`src/rtl/wsdf_pkg.sv`:
```
// Package for the frame deframer: phase encoding, header constants and the result type.
// Depends on nothing; used by wsdf_skid and websocket_frame_deframer.
`default_nettype none

package wsdf_pkg;

    typedef enum logic [2:0] {
        PH_B0  = 3'd0,
        PH_B1  = 3'd1,
        PH_EXT = 3'd2,
        PH_KEY = 3'd3,
        PH_PAY = 3'd4
    } phase_t;

    localparam logic [6:0] LEN16_CODE   = 7'd126;
    localparam logic [6:0] LEN64_CODE   = 7'd127;
    localparam logic [3:0] EXT16_BYTES  = 4'd2;
    localparam logic [3:0] EXT64_BYTES  = 4'd8;
    localparam logic [3:0] KEY_BYTES    = 4'd4;
    localparam logic       KIND_HEADER  = 1'b0;
    localparam logic       KIND_PAYLOAD = 1'b1;

    typedef struct packed {
        logic        kind;
        logic        last;
        logic        length_error;
        logic [7:0]  data_byte;
        logic [62:0] payload_length;
        logic        masked;
        logic [3:0]  opcode;
        logic [2:0]  rsv;
        logic        fin;
    } result_t;

endpackage

`default_nettype wire

```
`src/rtl/websocket_frame_deframer.sv`:
```
// A result is registered in the output stage before it appears on m_tvalid.
// Throughput: one input request per cycle, sustained while the result side keeps up; the
// two-entry output stage holds one more result while the first waits to be taken.
// Reset (rst_n, asynchronous, active low) returns the parser to the first header byte
// and empties the output stage. Depends on wsdf_pkg and wsdf_skid.
`default_nettype none

module websocket_frame_deframer (
    input  wire         clk,
    input  wire         rst_n,
    input  wire         s_tvalid,
    output logic        s_tready,
    input  wire  [7:0]  s_tdata,   // in_byte
    output logic        m_tvalid,
    input  wire         m_tready,
    // fin, rsv[2:0], opcode[3:0], masked, payload_length[62:0], data_byte[7:0],
    // length_error, seven zero bits
    output logic [87:0] m_tdata,
    output logic        m_tuser,   // kind
    output logic        m_tlast    // last
);
    import wsdf_pkg::*;

    phase_t      phase_reg, phase_next;
    logic [3:0]  cnt_reg, cnt_next;
    logic        fin_reg, fin_next;
    logic [2:0]  rsv_reg, rsv_next;
    logic [3:0]  opcode_reg, opcode_next;
    logic        masked_reg, masked_next;
    logic [62:0] len_reg, len_next;
    logic [62:0] rem_reg, rem_next;
    logic [31:0] key_reg, key_next;
    logic [1:0]  keypos_reg, keypos_next;
    logic        err_reg, err_next;

    logic        in_fire;
    logic        res_valid;
    logic        res_kind;
    logic        res_last;
    logic [7:0]  res_data;
    logic        finish;
    logic [7:0]  ext_byte;
    logic [7:0]  key_byte;
    result_t     res;
    result_t     out_res;

    assign in_fire = s_tvalid & s_tready;

    always_comb
    begin
        case (keypos_reg)
            2'd0:    key_byte = key_reg[31:24];
            2'd1:    key_byte = key_reg[23:16];
            2'd2:    key_byte = key_reg[15:8];
            default: key_byte = key_reg[7:0];
        endcase
    end

    always_comb
    begin
        phase_next  = phase_reg;
        cnt_next    = cnt_reg;
        fin_next    = fin_reg;
        rsv_next    = rsv_reg;
        opcode_next = opcode_reg;
        masked_next = masked_reg;
        len_next    = len_reg;
        rem_next    = rem_reg;
        key_next    = key_reg;
        keypos_next = keypos_reg;
        err_next    = err_reg;
        res_valid   = 1'b0;
        res_kind    = KIND_HEADER;
        res_last    = 1'b0;
        res_data    = 8'd0;
        finish      = 1'b0;
        ext_byte    = s_tdata;

        if (in_fire)
        begin
            unique case (phase_reg)
                PH_B1:
                begin
                    masked_next = s_tdata[7];
                    len_next    = '0;
                    if (s_tdata[6:0] == LEN16_CODE)
                    begin
                        phase_next = PH_EXT;
                        cnt_next   = EXT16_BYTES;
                    end
                    else if (s_tdata[6:0] == LEN64_CODE)
                    begin
                        phase_next = PH_EXT;
                        cnt_next   = EXT64_BYTES;
                    end
                    else
                    begin
                        len_next = {56'd0, s_tdata[6:0]};
                        if (masked_next)
                        begin
                            phase_next = PH_KEY;
                            cnt_next   = KEY_BYTES;
                        end
                        else
                        begin
                            finish = 1'b1;
                        end
                    end
                end
                PH_EXT:
                begin
                    // A set top bit in the long length is flagged and its whole byte is shifted in as zero.
                    if (cnt_reg == EXT64_BYTES && s_tdata[7])
                    begin
                        err_next = 1'b1;
                        ext_byte = 8'd0;
                    end
                    len_next = {len_reg[54:0], ext_byte};
                    if (cnt_reg != 4'd0)
                    begin
                        cnt_next = cnt_reg - 4'd1;
                    end
                    if (cnt_next == 4'd0)
                    begin
                        if (masked_reg)
                        begin
                            phase_next = PH_KEY;
                            cnt_next   = KEY_BYTES;
                        end
                        else
                        begin
                            finish = 1'b1;
                        end
                    end
                end
                PH_KEY:
                begin
                    key_next = {key_reg[23:0], s_tdata};
                    if (cnt_reg != 4'd0)
                    begin
                        cnt_next = cnt_reg - 4'd1;
                    end
                    if (cnt_next == 4'd0)
                    begin
                        finish = 1'b1;
                    end
                end
                PH_PAY:
                begin
                    res_data    = masked_reg ? (s_tdata ^ key_byte) : s_tdata;
                    keypos_next = keypos_reg + 2'd1;
                    if (rem_reg != '0)
                    begin
                        rem_next = rem_reg - 63'd1;
                    end
                    res_valid = 1'b1;
                    res_kind  = KIND_PAYLOAD;
                    if (rem_next == '0)
                    begin
                        phase_next = PH_B0;
                        res_last   = 1'b1;
                    end
                end
                default:
                begin
                    fin_next    = s_tdata[7];
                    rsv_next    = s_tdata[6:4];
                    opcode_next = s_tdata[3:0];
                    masked_next = 1'b0;
                    err_next    = 1'b0;
                    len_next    = '0;
                    cnt_next    = 4'd0;
                    phase_next  = PH_B1;
                end
            endcase

            if (finish)
            begin
                rem_next    = len_next;
                keypos_next = 2'd0;
                res_valid   = 1'b1;
                res_kind    = KIND_HEADER;
                if (len_next == '0)
                begin
                    phase_next = PH_B0;
                    res_last   = 1'b1;
                end
                else
                begin
                    phase_next = PH_PAY;
                end
            end
        end

        res.kind           = res_kind;
        res.last           = res_last;
        res.length_error   = err_next;
        res.data_byte      = res_data;
        res.payload_length = len_next;
        res.masked         = masked_next;
        res.opcode         = opcode_next;
        res.rsv            = rsv_next;
        res.fin            = fin_next;
    end

    always_ff @(posedge clk or negedge rst_n)
    begin
        if (!rst_n)
        begin
            phase_reg  <= PH_B0;
            cnt_reg    <= 4'd0;
            fin_reg    <= 1'b0;
            rsv_reg    <= 3'd0;
            opcode_reg <= 4'd0;
            masked_reg <= 1'b0;
            len_reg    <= '0;
            rem_reg    <= '0;
            key_reg    <= 32'd0;
            keypos_reg <= 2'd0;
            err_reg    <= 1'b0;
        end
        else
        begin
            phase_reg  <= phase_next;
            cnt_reg    <= cnt_next;
            fin_reg    <= fin_next;
            rsv_reg    <= rsv_next;
            opcode_reg <= opcode_next;
            masked_reg <= masked_next;
            len_reg    <= len_next;
            rem_reg    <= rem_next;
            key_reg    <= key_next;
            keypos_reg <= keypos_next;
            err_reg    <= err_next;
        end
    end

    wsdf_skid u_skid (
        .clk       (clk),
        .rst_n     (rst_n),
        .push      (res_valid),
        .push_data (res),
        .ready     (s_tready),
        .out_valid (m_tvalid),
        .out_ready (m_tready),
        .out_data  (out_res)
    );

    assign m_tdata = {7'd0, out_res.length_error, out_res.data_byte, out_res.payload_length,
                      out_res.masked, out_res.opcode, out_res.rsv, out_res.fin};
    assign m_tuser = out_res.kind;
    assign m_tlast = out_res.last;

endmodule

`default_nettype wire

```
`src/rtl/wsdf_skid.sv`:
```
// Two-entry output stage that decouples the parser from the result consumer.
// Depends on wsdf_pkg for the result type.
`default_nettype none

module wsdf_skid (
    input  wire              clk,
    input  wire              rst_n,
    input  wire              push,
    input  wire wsdf_pkg::result_t push_data,
    output logic             ready,
    output logic             out_valid,
    input  wire              out_ready,
    output wsdf_pkg::result_t out_data
);
    import wsdf_pkg::*;

    logic    out_valid_reg, out_valid_next;
    logic    skid_valid_reg, skid_valid_next;
    result_t out_data_reg, out_data_next;
    result_t skid_data_reg, skid_data_next;
    logic    pop;

    assign pop       = out_valid_reg & out_ready;
    assign ready     = ~skid_valid_reg;
    assign out_valid = out_valid_reg;
    assign out_data  = out_data_reg;

    always_comb
    begin
        out_valid_next  = out_valid_reg;
        out_data_next   = out_data_reg;
        skid_valid_next = skid_valid_reg;
        skid_data_next  = skid_data_reg;
        if (out_valid_reg && !pop)
        begin
            if (push)
            begin
                skid_valid_next = 1'b1;
                skid_data_next  = push_data;
            end
        end
        else if (skid_valid_reg)
        begin
            out_valid_next  = 1'b1;
            out_data_next   = skid_data_reg;
            skid_valid_next = 1'b0;
        end
        else
        begin
            out_valid_next = push;
            out_data_next  = push_data;
        end
    end

    always_ff @(posedge clk or negedge rst_n)
    begin
        if (!rst_n)
        begin
            out_valid_reg  <= 1'b0;
            skid_valid_reg <= 1'b0;
        end
        else
        begin
            out_valid_reg  <= out_valid_next;
            skid_valid_reg <= skid_valid_next;
        end
    end

    always_ff @(posedge clk)
    begin
        out_data_reg  <= out_data_next;
        skid_data_reg <= skid_data_next;
    end

endmodule

`default_nettype wire
```
`config.mk`:
```
export PLATFORM = sky130hd
export DESIGN_NAME = websocket_frame_deframer
export DESIGN_NICKNAME = d
export VERILOG_FILES = /design/src/rtl/wsdf_pkg.sv /design/src/rtl/websocket_frame_deframer.sv /design/src/rtl/wsdf_skid.sv
export SDC_FILE = /design/constraint.sdc
export NUM_CORES = 1
export LEC_CHECK = 0
export BUFFER_PORTS_ARGS = -buffer_cell sky130_fd_sc_hd__buf_2
export CAP_MARGIN = 40
export CORE_AREA = 3 3 193 195
export CTS_BUF_LIST = sky130_fd_sc_hd__clkbuf_16
export DETAILED_ROUTE_END_ITERATION = 8
export DIE_AREA = 0 0 196 198
export PLACE_DENSITY = 0.68
export SLEW_MARGIN = 25
export SYNTH_ARGS = -nofsm -noshare
export SYNTH_HDL_FRONTEND = slang
export SYNTH_SLANG_ARGS = --single-unit
```
`constraint.sdc`:
```
create_clock -name clk -period 7.6 [get_ports clk]
set_input_delay 0.76 -clock clk [delete_from_list [all_inputs] [get_ports clk]]
set_output_delay 0.76 -clock clk [all_outputs]
set_load 0.005 [all_outputs]
```
==> results of run 1 <==
logic make-up (layout without fill, tap and decap cells):
family	count (synthesis)	after routing
other	1	7
multiplexers	115	115
adder cells (fa/ha/maj)	7	7
flip-flops	345	345
AO/OA/AOI/OAI	462	462
XOR/XNOR	24	24
AND/OR/NAND/NOR	502	502
buffers and inverters	139	223
area by class of cell:
cell class / instances / area (µm²) / share of cell area, %
clock buffer: 37 / 926 / 4.77
clock inverter: 31 / 349 / 1.80
inverter: 27 / 101 / 0.522
multi-input combinational: 1117 / 7210 / 37.1
sequential: 345 / 9460 / 48.7
tap: 461 / 577 / 2.97
timing repair buffer: 128 / 800 / 4.12
power by group through the flow:
stage / registers (mW) / logic (mW) / clock network (mW)
2_1_floorplan: 2.72 / 1.64 / 0
3_3_place_gp: 2.86 / 2.34 / 0
3_5_place_dp: 2.88 / 2.34 / 0
4_1_cts: 2.85 / 2.36 / 1.92
5_1_grt: 2.91 / 2.62 / 2.00
6_report: 2.86 / 2.41 / 1.89
cell usage in the layout (no fill, tap or decap), types with 12 or more instances in the layout:
master	count
nor3_1	27
nor4_1	35
dfrtp_1	179
or3_1	12
nand4_1	29
nand2_1	189
buf_4	20
a22oi_1	63
nand3_1	32
o22ai_1	15
a22o_1	71
xor2_1	12
o21ai_0	150
a21o_1	14
edfxtp_1	166
clkbuf_16	37
buf_2	97
a21oi_1	78
xnor2_1	12
inv_1	33
mux2_2	114
nor2_1	104
metrics by stage:
step	utilization [%]	cells	instance area, µm²	power (mW)
after floorplan	-	1601	17200	4.36
after global placement	50.6	2066	18000	5.20
after detailed placement	50.7	2071	18000	5.23
after CTS	54.3	2139	19300	7.13
after global routing	54.6	2146	19400	7.53
final	54.6	2146	19400	7.16
per-layer routing:
metal	global-route usage, %	vias up	wire length [µm]
met3	4.92	101	3900
met1	37.3	6653	22400
met4	8.69	2	1810
met5	0	-	19
met2	37.6	594	21800
li1	-	6138	-
final timing paths:
| kind | end | cells after the start | slack (ns) | start |
|---|---|---|---|---|
| min in group clk | key_reg[25] | 1 | 0.51 | key_reg[25] |
| hold / removal | rem_reg[19] | 1 | 0.18 | rst_n |
| setup / recovery | u_skid.out_data[81] | 11 | 3.30 | rem_reg[0] |
| max in group asynchronous | cnt_reg[2] | 2 | 6.27 | rst_n |
| setup reg to reg | u_skid.out_data[81] | 11 | 3.30 | rem_reg[0] |
| hold reg to reg | key_reg[25] | 1 | 0.51 | key_reg[25] |
==> results.md, run 1 <==
- Status: finished, final reports clean
- Worst slew pin tran: between 0.9 and 1 ns
- Clk Latency, worst-skew pair: ~0.53 ns
- Max Buffers Root-to-Sink: 3
- RSZ-0062 raised after global routing: no
- Synth area leaders: edfxtp_1, dfrtp_1, mux2_2, o21ai_0, nand2_1
- Cell family with most CP delay: simple AND/OR/NAND/NOR gates
- WS Path Type: reg -> reg
- Max IR drop VDD: approximately 0.00024 V
- Fillers: between 3000 and 4000
- Main synth FF type: dfrtp_1
- Die area: slightly below 40000 µm²
- Flops & latches, synth: approximately 350
- DR vias: about 13000
- Port Buf Inserts: 96
- CTS tree: built
- Sequential fraction of the synthesis area: around 55%
- Skew final: around 0.013 ns
- Crit-path slowest cell: nor4_1
- Initial antenna violation count: 1
- # rows: 69
- Worst min path class: in -> async
- DR iter-0 viols: ~1600
- Clk slew on worst S/H paths: 0.07 ns
- Die Y: 198 µm
- Top cells by count, synth: nand2_1, dfrtp_1, edfxtp_1
- Most common cell in the netlist: nand2_1
- CP max FO: 7
- Syn-to-layout area delta: 13.4%
- Pre-CTS setup slack: about 3.5 ns
- Async SR Flop Fraction: slightly above 50%
- Final Wtd Congestion: 0.983
- I/O Pins: approximately 100
- Buf+Inv Stages, Crit Path: 1
- Vias/cell: about 6.3
- Net Switching: about 2.8 mW
- Part of the power in registers: about two fifths
- Avg WL per Cell: around 23 µm
- Overflow after GRT: 0
- Number of global-route vias before repair: 12600
- 1st-pass router iterations: 6
- Clk pwr share: 26.3%
- Critical-path cell list: inv_1 > ha_1 > nor3b_2 > nand2_1 > nor4_1 > a21boi_0 > or4_1 > a2111oi_0 > nor4b_2 > a41oi_1 > o21ai_1
- Worst slew margin: 38.9%
- Routed WL: 49900 µm
- Post-CTS Resized: 0
- CP Data Arrival Time: roughly 4.7 ns
- Total track usage: between 20% and 30%
- Layout cells sized above 1: around a fifth
- Final WS setup: around 3.3 ns
- Synth Warn #: 0
- Cell Area, Synth: around 17000 µm²
- Netlist cell types: 74
- Yosys top cell by area: edfxtp_1
- Post-Syn Instances: ~1600
- Largest family of logic cells by synthesized area: compound AO/OA/AOI/OAI gates
- Nets@finish: 1675
- Startpoint Class: register
- First-pass GRT wire length: about 77000 µm
- Dpl hpwl: 35100 µm
- Synth Area in Adders: 0.511%
- CP peak stage delay: between 0.7 and 0.8 ns
- Hold buffer count at CTS: 0
- Pwr dens: 369 nW/µm²
- Hold Vio Cnt, Final: 0
- Max Slew Vio Count: 0
- Largest net degree at the start of global routing: between 100 and 150
- Top cell type's share of synthesized area: between 20% and 30%
- Clk root buf: clkbuf_16
- Post-route ant nets: 0
- Max Cap Viol: 0
- Logic pwr share: roughly a third
- Ant diodes: 0
- Clock buffer count from CTS: 37
- Avg Cell Area, Syn: 10.7 µm²
- Tcrit/Tclk final: between 50% and 60%
- Fmax: 233 MHz
- Core outline area: between 30000 and 40000 µm²
- Crit path capture type: register
- Final setup vio count: 0
- Int Power: approximately 4.4 mW
- CP required: roughly 8.0 ns
- XOR/XNOR Fraction of Synth Area: 1.23%
- Post-synthesis mux area share: ~7.6%
- Clock Sinks: 345
- EDFF count, synth: around 170
- Final setup TNS: 0 ns
- Post-layout min period: 4.30 ns
- DRC viols: 0
- Initial Util: 48.2%
- Compound-cell area share of the yosys netlist: ~18%
- Fin Hold WS: between 0.15 and 0.2 ns
- # Post-CTS Setup Buffers: 0
- Die X: just under 200 µm
- P_leak: between 7 and 8 nW
- Sw frac: between 30 and 40%
- H-Tree Depth: 2
- Simple-gate share of the synthesized area: between 10% and 20%
Note: power is estimated with default switching activity, not from simulation.
==> run 2, diff against run 1 <==
==> constraint.sdc (replaced) <==
create_clock -name clk -period 4.3 [get_ports clk]
set_input_delay 0.43 -clock clk [delete_from_list [all_inputs] [get_ports clk]]
set_output_delay 0.43 -clock clk [all_outputs]
set_load 0.005 [all_outputs]
==> run 2 against run 1 <==
  * Clock skew rose by 0.0065 ns
  * Core utilization grew 0.57 points
  * Critical endpoint unchanged
  * Sequential power rose by 76%
  * Largest power group unchanged
  * Register-to-register slack worse by 3.0 ns
  * Flip-flop and latch count did not move
  * Sequential share of layout area fell by 0.51 points
==> results.md, run 2 (same netlist as run 1, synthesis figures left out) <==
- # rows: 69 (unchanged)
- Final setup vio count: 0 (unchanged)
- Die area: 38800 µm² (unchanged)
- Commonest non-fill, non-tap cell in the layout: nand2_1
- CP max FO: 6 (-1)
- Routed WL: 50200 µm (+0.70%)
- Crit path capture type: register
- Initial antenna violation count: 0 (-1)
- Hold Vio Cnt, Final: 0 (unchanged)
- Tcrit/Tclk final: 93.1% (+37 points)
- Seq. cell area: 9460 µm² (unchanged)
- Most frequent cells in the layout: nand2_1, dfrtp_1, edfxtp_1
- Post-layout min period: 4.00 ns (-0.292 ns)
- Number of global-route vias before repair: 13100 (+4.1%)
- I/O Pins: 104 (unchanged)
- Overflow after GRT: 0 (unchanged)
- Clk root buf: clkbuf_16
- Initial Util: 48.2% (unchanged)
- Launch point of the worst reg-to-reg path: rem_reg[0]
- Worst slew margin: 42.8% (+3.9 points)
- H-Tree Depth: 2 (unchanged)
- Post-route ant nets: 0 (unchanged)
- RSZ-0062 raised after global routing: no
- Clk Latency, worst-skew pair: 0.54 ns (about the same)
- Vias/cell: 6.34 (+0.88%)
- CTS tree: built
- Avg WL per Cell: 23.1 µm (-0.55%)
- CP peak stage delay: 0.54 ns (-0.23 ns)
- Reg2Reg Setup Slack: 0.30 ns (-3.01 ns)
- Hold Path Stages: 2
- Most frequent CP cell: or4_1
- Final setup TNS: 0 ns (unchanged)
- DRC viols: 0 (unchanged)
- Fmax: 250 MHz (+7.3%)
- Layout cells sized above 1: 20.6% (+1.1 points)
- Skew final: 0.0196 ns (+0.00653 ns)
- Largest net degree at the start of global routing: 109 (-0.91%)
- Clk slew on worst S/H paths: 0.06 ns (about the same)
- Final core occ: 55.2% (+0.57 points)
- Multi-input logic area: 7220 µm² (+0.12%)
- CP required: 4.68 ns (-3.30 ns)
- Final Wtd Congestion: 0.979 (-0.45%)
- Worst min path class: in -> reg
- Startpoint Class: register
- Core outline area: 35600 µm² (unchanged)
- DR vias: 13800 (+2.2%)
- Fillers: 3063 (+0.92%)
- Max Cap Viol: 0 (unchanged)
- Clock Sinks: 345 (unchanged)
- Worst slew pin tran: 0.856 ns (-0.0602 ns)
- Die Y: 198 µm (unchanged)
- DR iter-0 viols: 1643 (+0.55%)
- Clock buffer count from CTS: 37 (unchanged)
- Worst reg-to-reg path cell count: 11 (unchanged)
- Dpl hpwl: 35500 µm (+1.0%)
- Status: finished, final reports clean
- Critical-path cell list: inv_1 > ha_1 > nor3b_2 > nand2_1 > or4_1 > a22o_1 > or4_1 > a2111oi_0 > nor4b_2 > a41oi_1 > o21ai_1
- Max Slew Vio Count: 0 (unchanged)
- P_leak: 8.01 nW (+1.6%)
- Syn-to-layout area delta: 14.6%
- FF-to-FF End: u_skid.out_data[81]
- WHS Endpoint: key_reg[5]
- Crit-path slowest cell: or4_1
- CP Data Arrival Time: 4.38 ns (-0.29 ns)
- Total track usage: 25.5% (+0.23 points)
- First-pass GRT wire length: 77900 µm (+1.8%)
- Startpoint of the worst hold path: s_tdata[5]
- WS Path Type: reg -> reg
- Die X: 196 µm (unchanged)
- Post-CTS Resized: 0 (unchanged)
- Max IR drop VDD: 0.000460 V (+89%)
- Nets@finish: 1702 (+1.6%)
- 1st-pass router iterations: 7 (+1)
- Max Buffers Root-to-Sink: 3 (unchanged)
- Port Buf Inserts: 96 (unchanged)
- Ant diodes: 0 (unchanged)
- # Post-CTS Setup Buffers: 0 (unchanged)
- Pwr dens: 649 nW/µm² (+76%)
[run 2: what timing repair did]
item | CTS | global route
endpoints found under the setup margin | 0 | 0
hold endpoints to repair | 71 | 0
hold buffers | 1 | 0
[run 2: how the worst max path moves through the flow]
| stage | start | to | slack, ns | cells after the start |
|---|---|---|---|---|
| after CTS | rem_reg[0] | u_skid.out_data[81] | 0.32 | 11 |
| after floorplan | rem_reg[0] | u_skid.out_data[81] | 0.87 | 12 |
| after detailed placement | rem_reg[0] | u_skid.out_data[81] | 0.39 | 11 |
| final | rem_reg[0] | u_skid.out_data[81] | 0.30 | 11 |
| after global routing | rem_reg[0] | u_skid.out_data[81] | 0.03 | 11 |
| after global placement | rem_reg[0] | u_skid.out_data[81] | 0.47 | 11 |
[run 2: area by class of cell]
cell class / count / area share (%)
clock buffers: 39 / 4.97
flip-flops and latches: 345 / 48.2
repair buffers: 155 / 5.13
well taps: 461 / 2.94
multi-input cells: 1117 / 36.8
inverters: 27 / 0.516
clock inverters: 29 / 1.46
[run 2: critical path, delay by kind of cell, from the launching register on]
family                   cells  cell delay (ns)
AND/OR/NAND/NOR              5             2.06
AO/OA/AOI/OAI                4             0.99
flip-flops                   1             0.44
adder cells (fa/ha/maj)      1             0.25
buffers and inverters        1             0.11
[run 2: where the power goes]
group	switching (mW)	internal, mW	leakage, nW
clock network	1.33	2.00	0.643
logic	2.77	1.60	3.28
registers	0.750	4.29	4.08
[run 2: routing by layer]
metal	track usage, %	up-vias	share of wire (%)
met3	5.02	115	7.5
met2	38.1	591	45
met4	9.03	0	3.6
met1	37.3	6875	44
met5	0	-	0
li1	-	6197	-
[run 2: metrics by stage]
stage	cell area (µm²)	instances	worst slack [ns]	hold slack (ns)	power, mW
after global placement	18300	2101	0.466	0.486	9.25
after floorplan	17200	1601	0.866	0.134	7.74
after global routing	19600	2173	0.0269	0.274	13.4
after detailed placement	18300	2101	0.390	0.494	9.33
after CTS	19600	2170	0.324	0.258	12.7
final	19600	2173	0.295	0.265	12.7
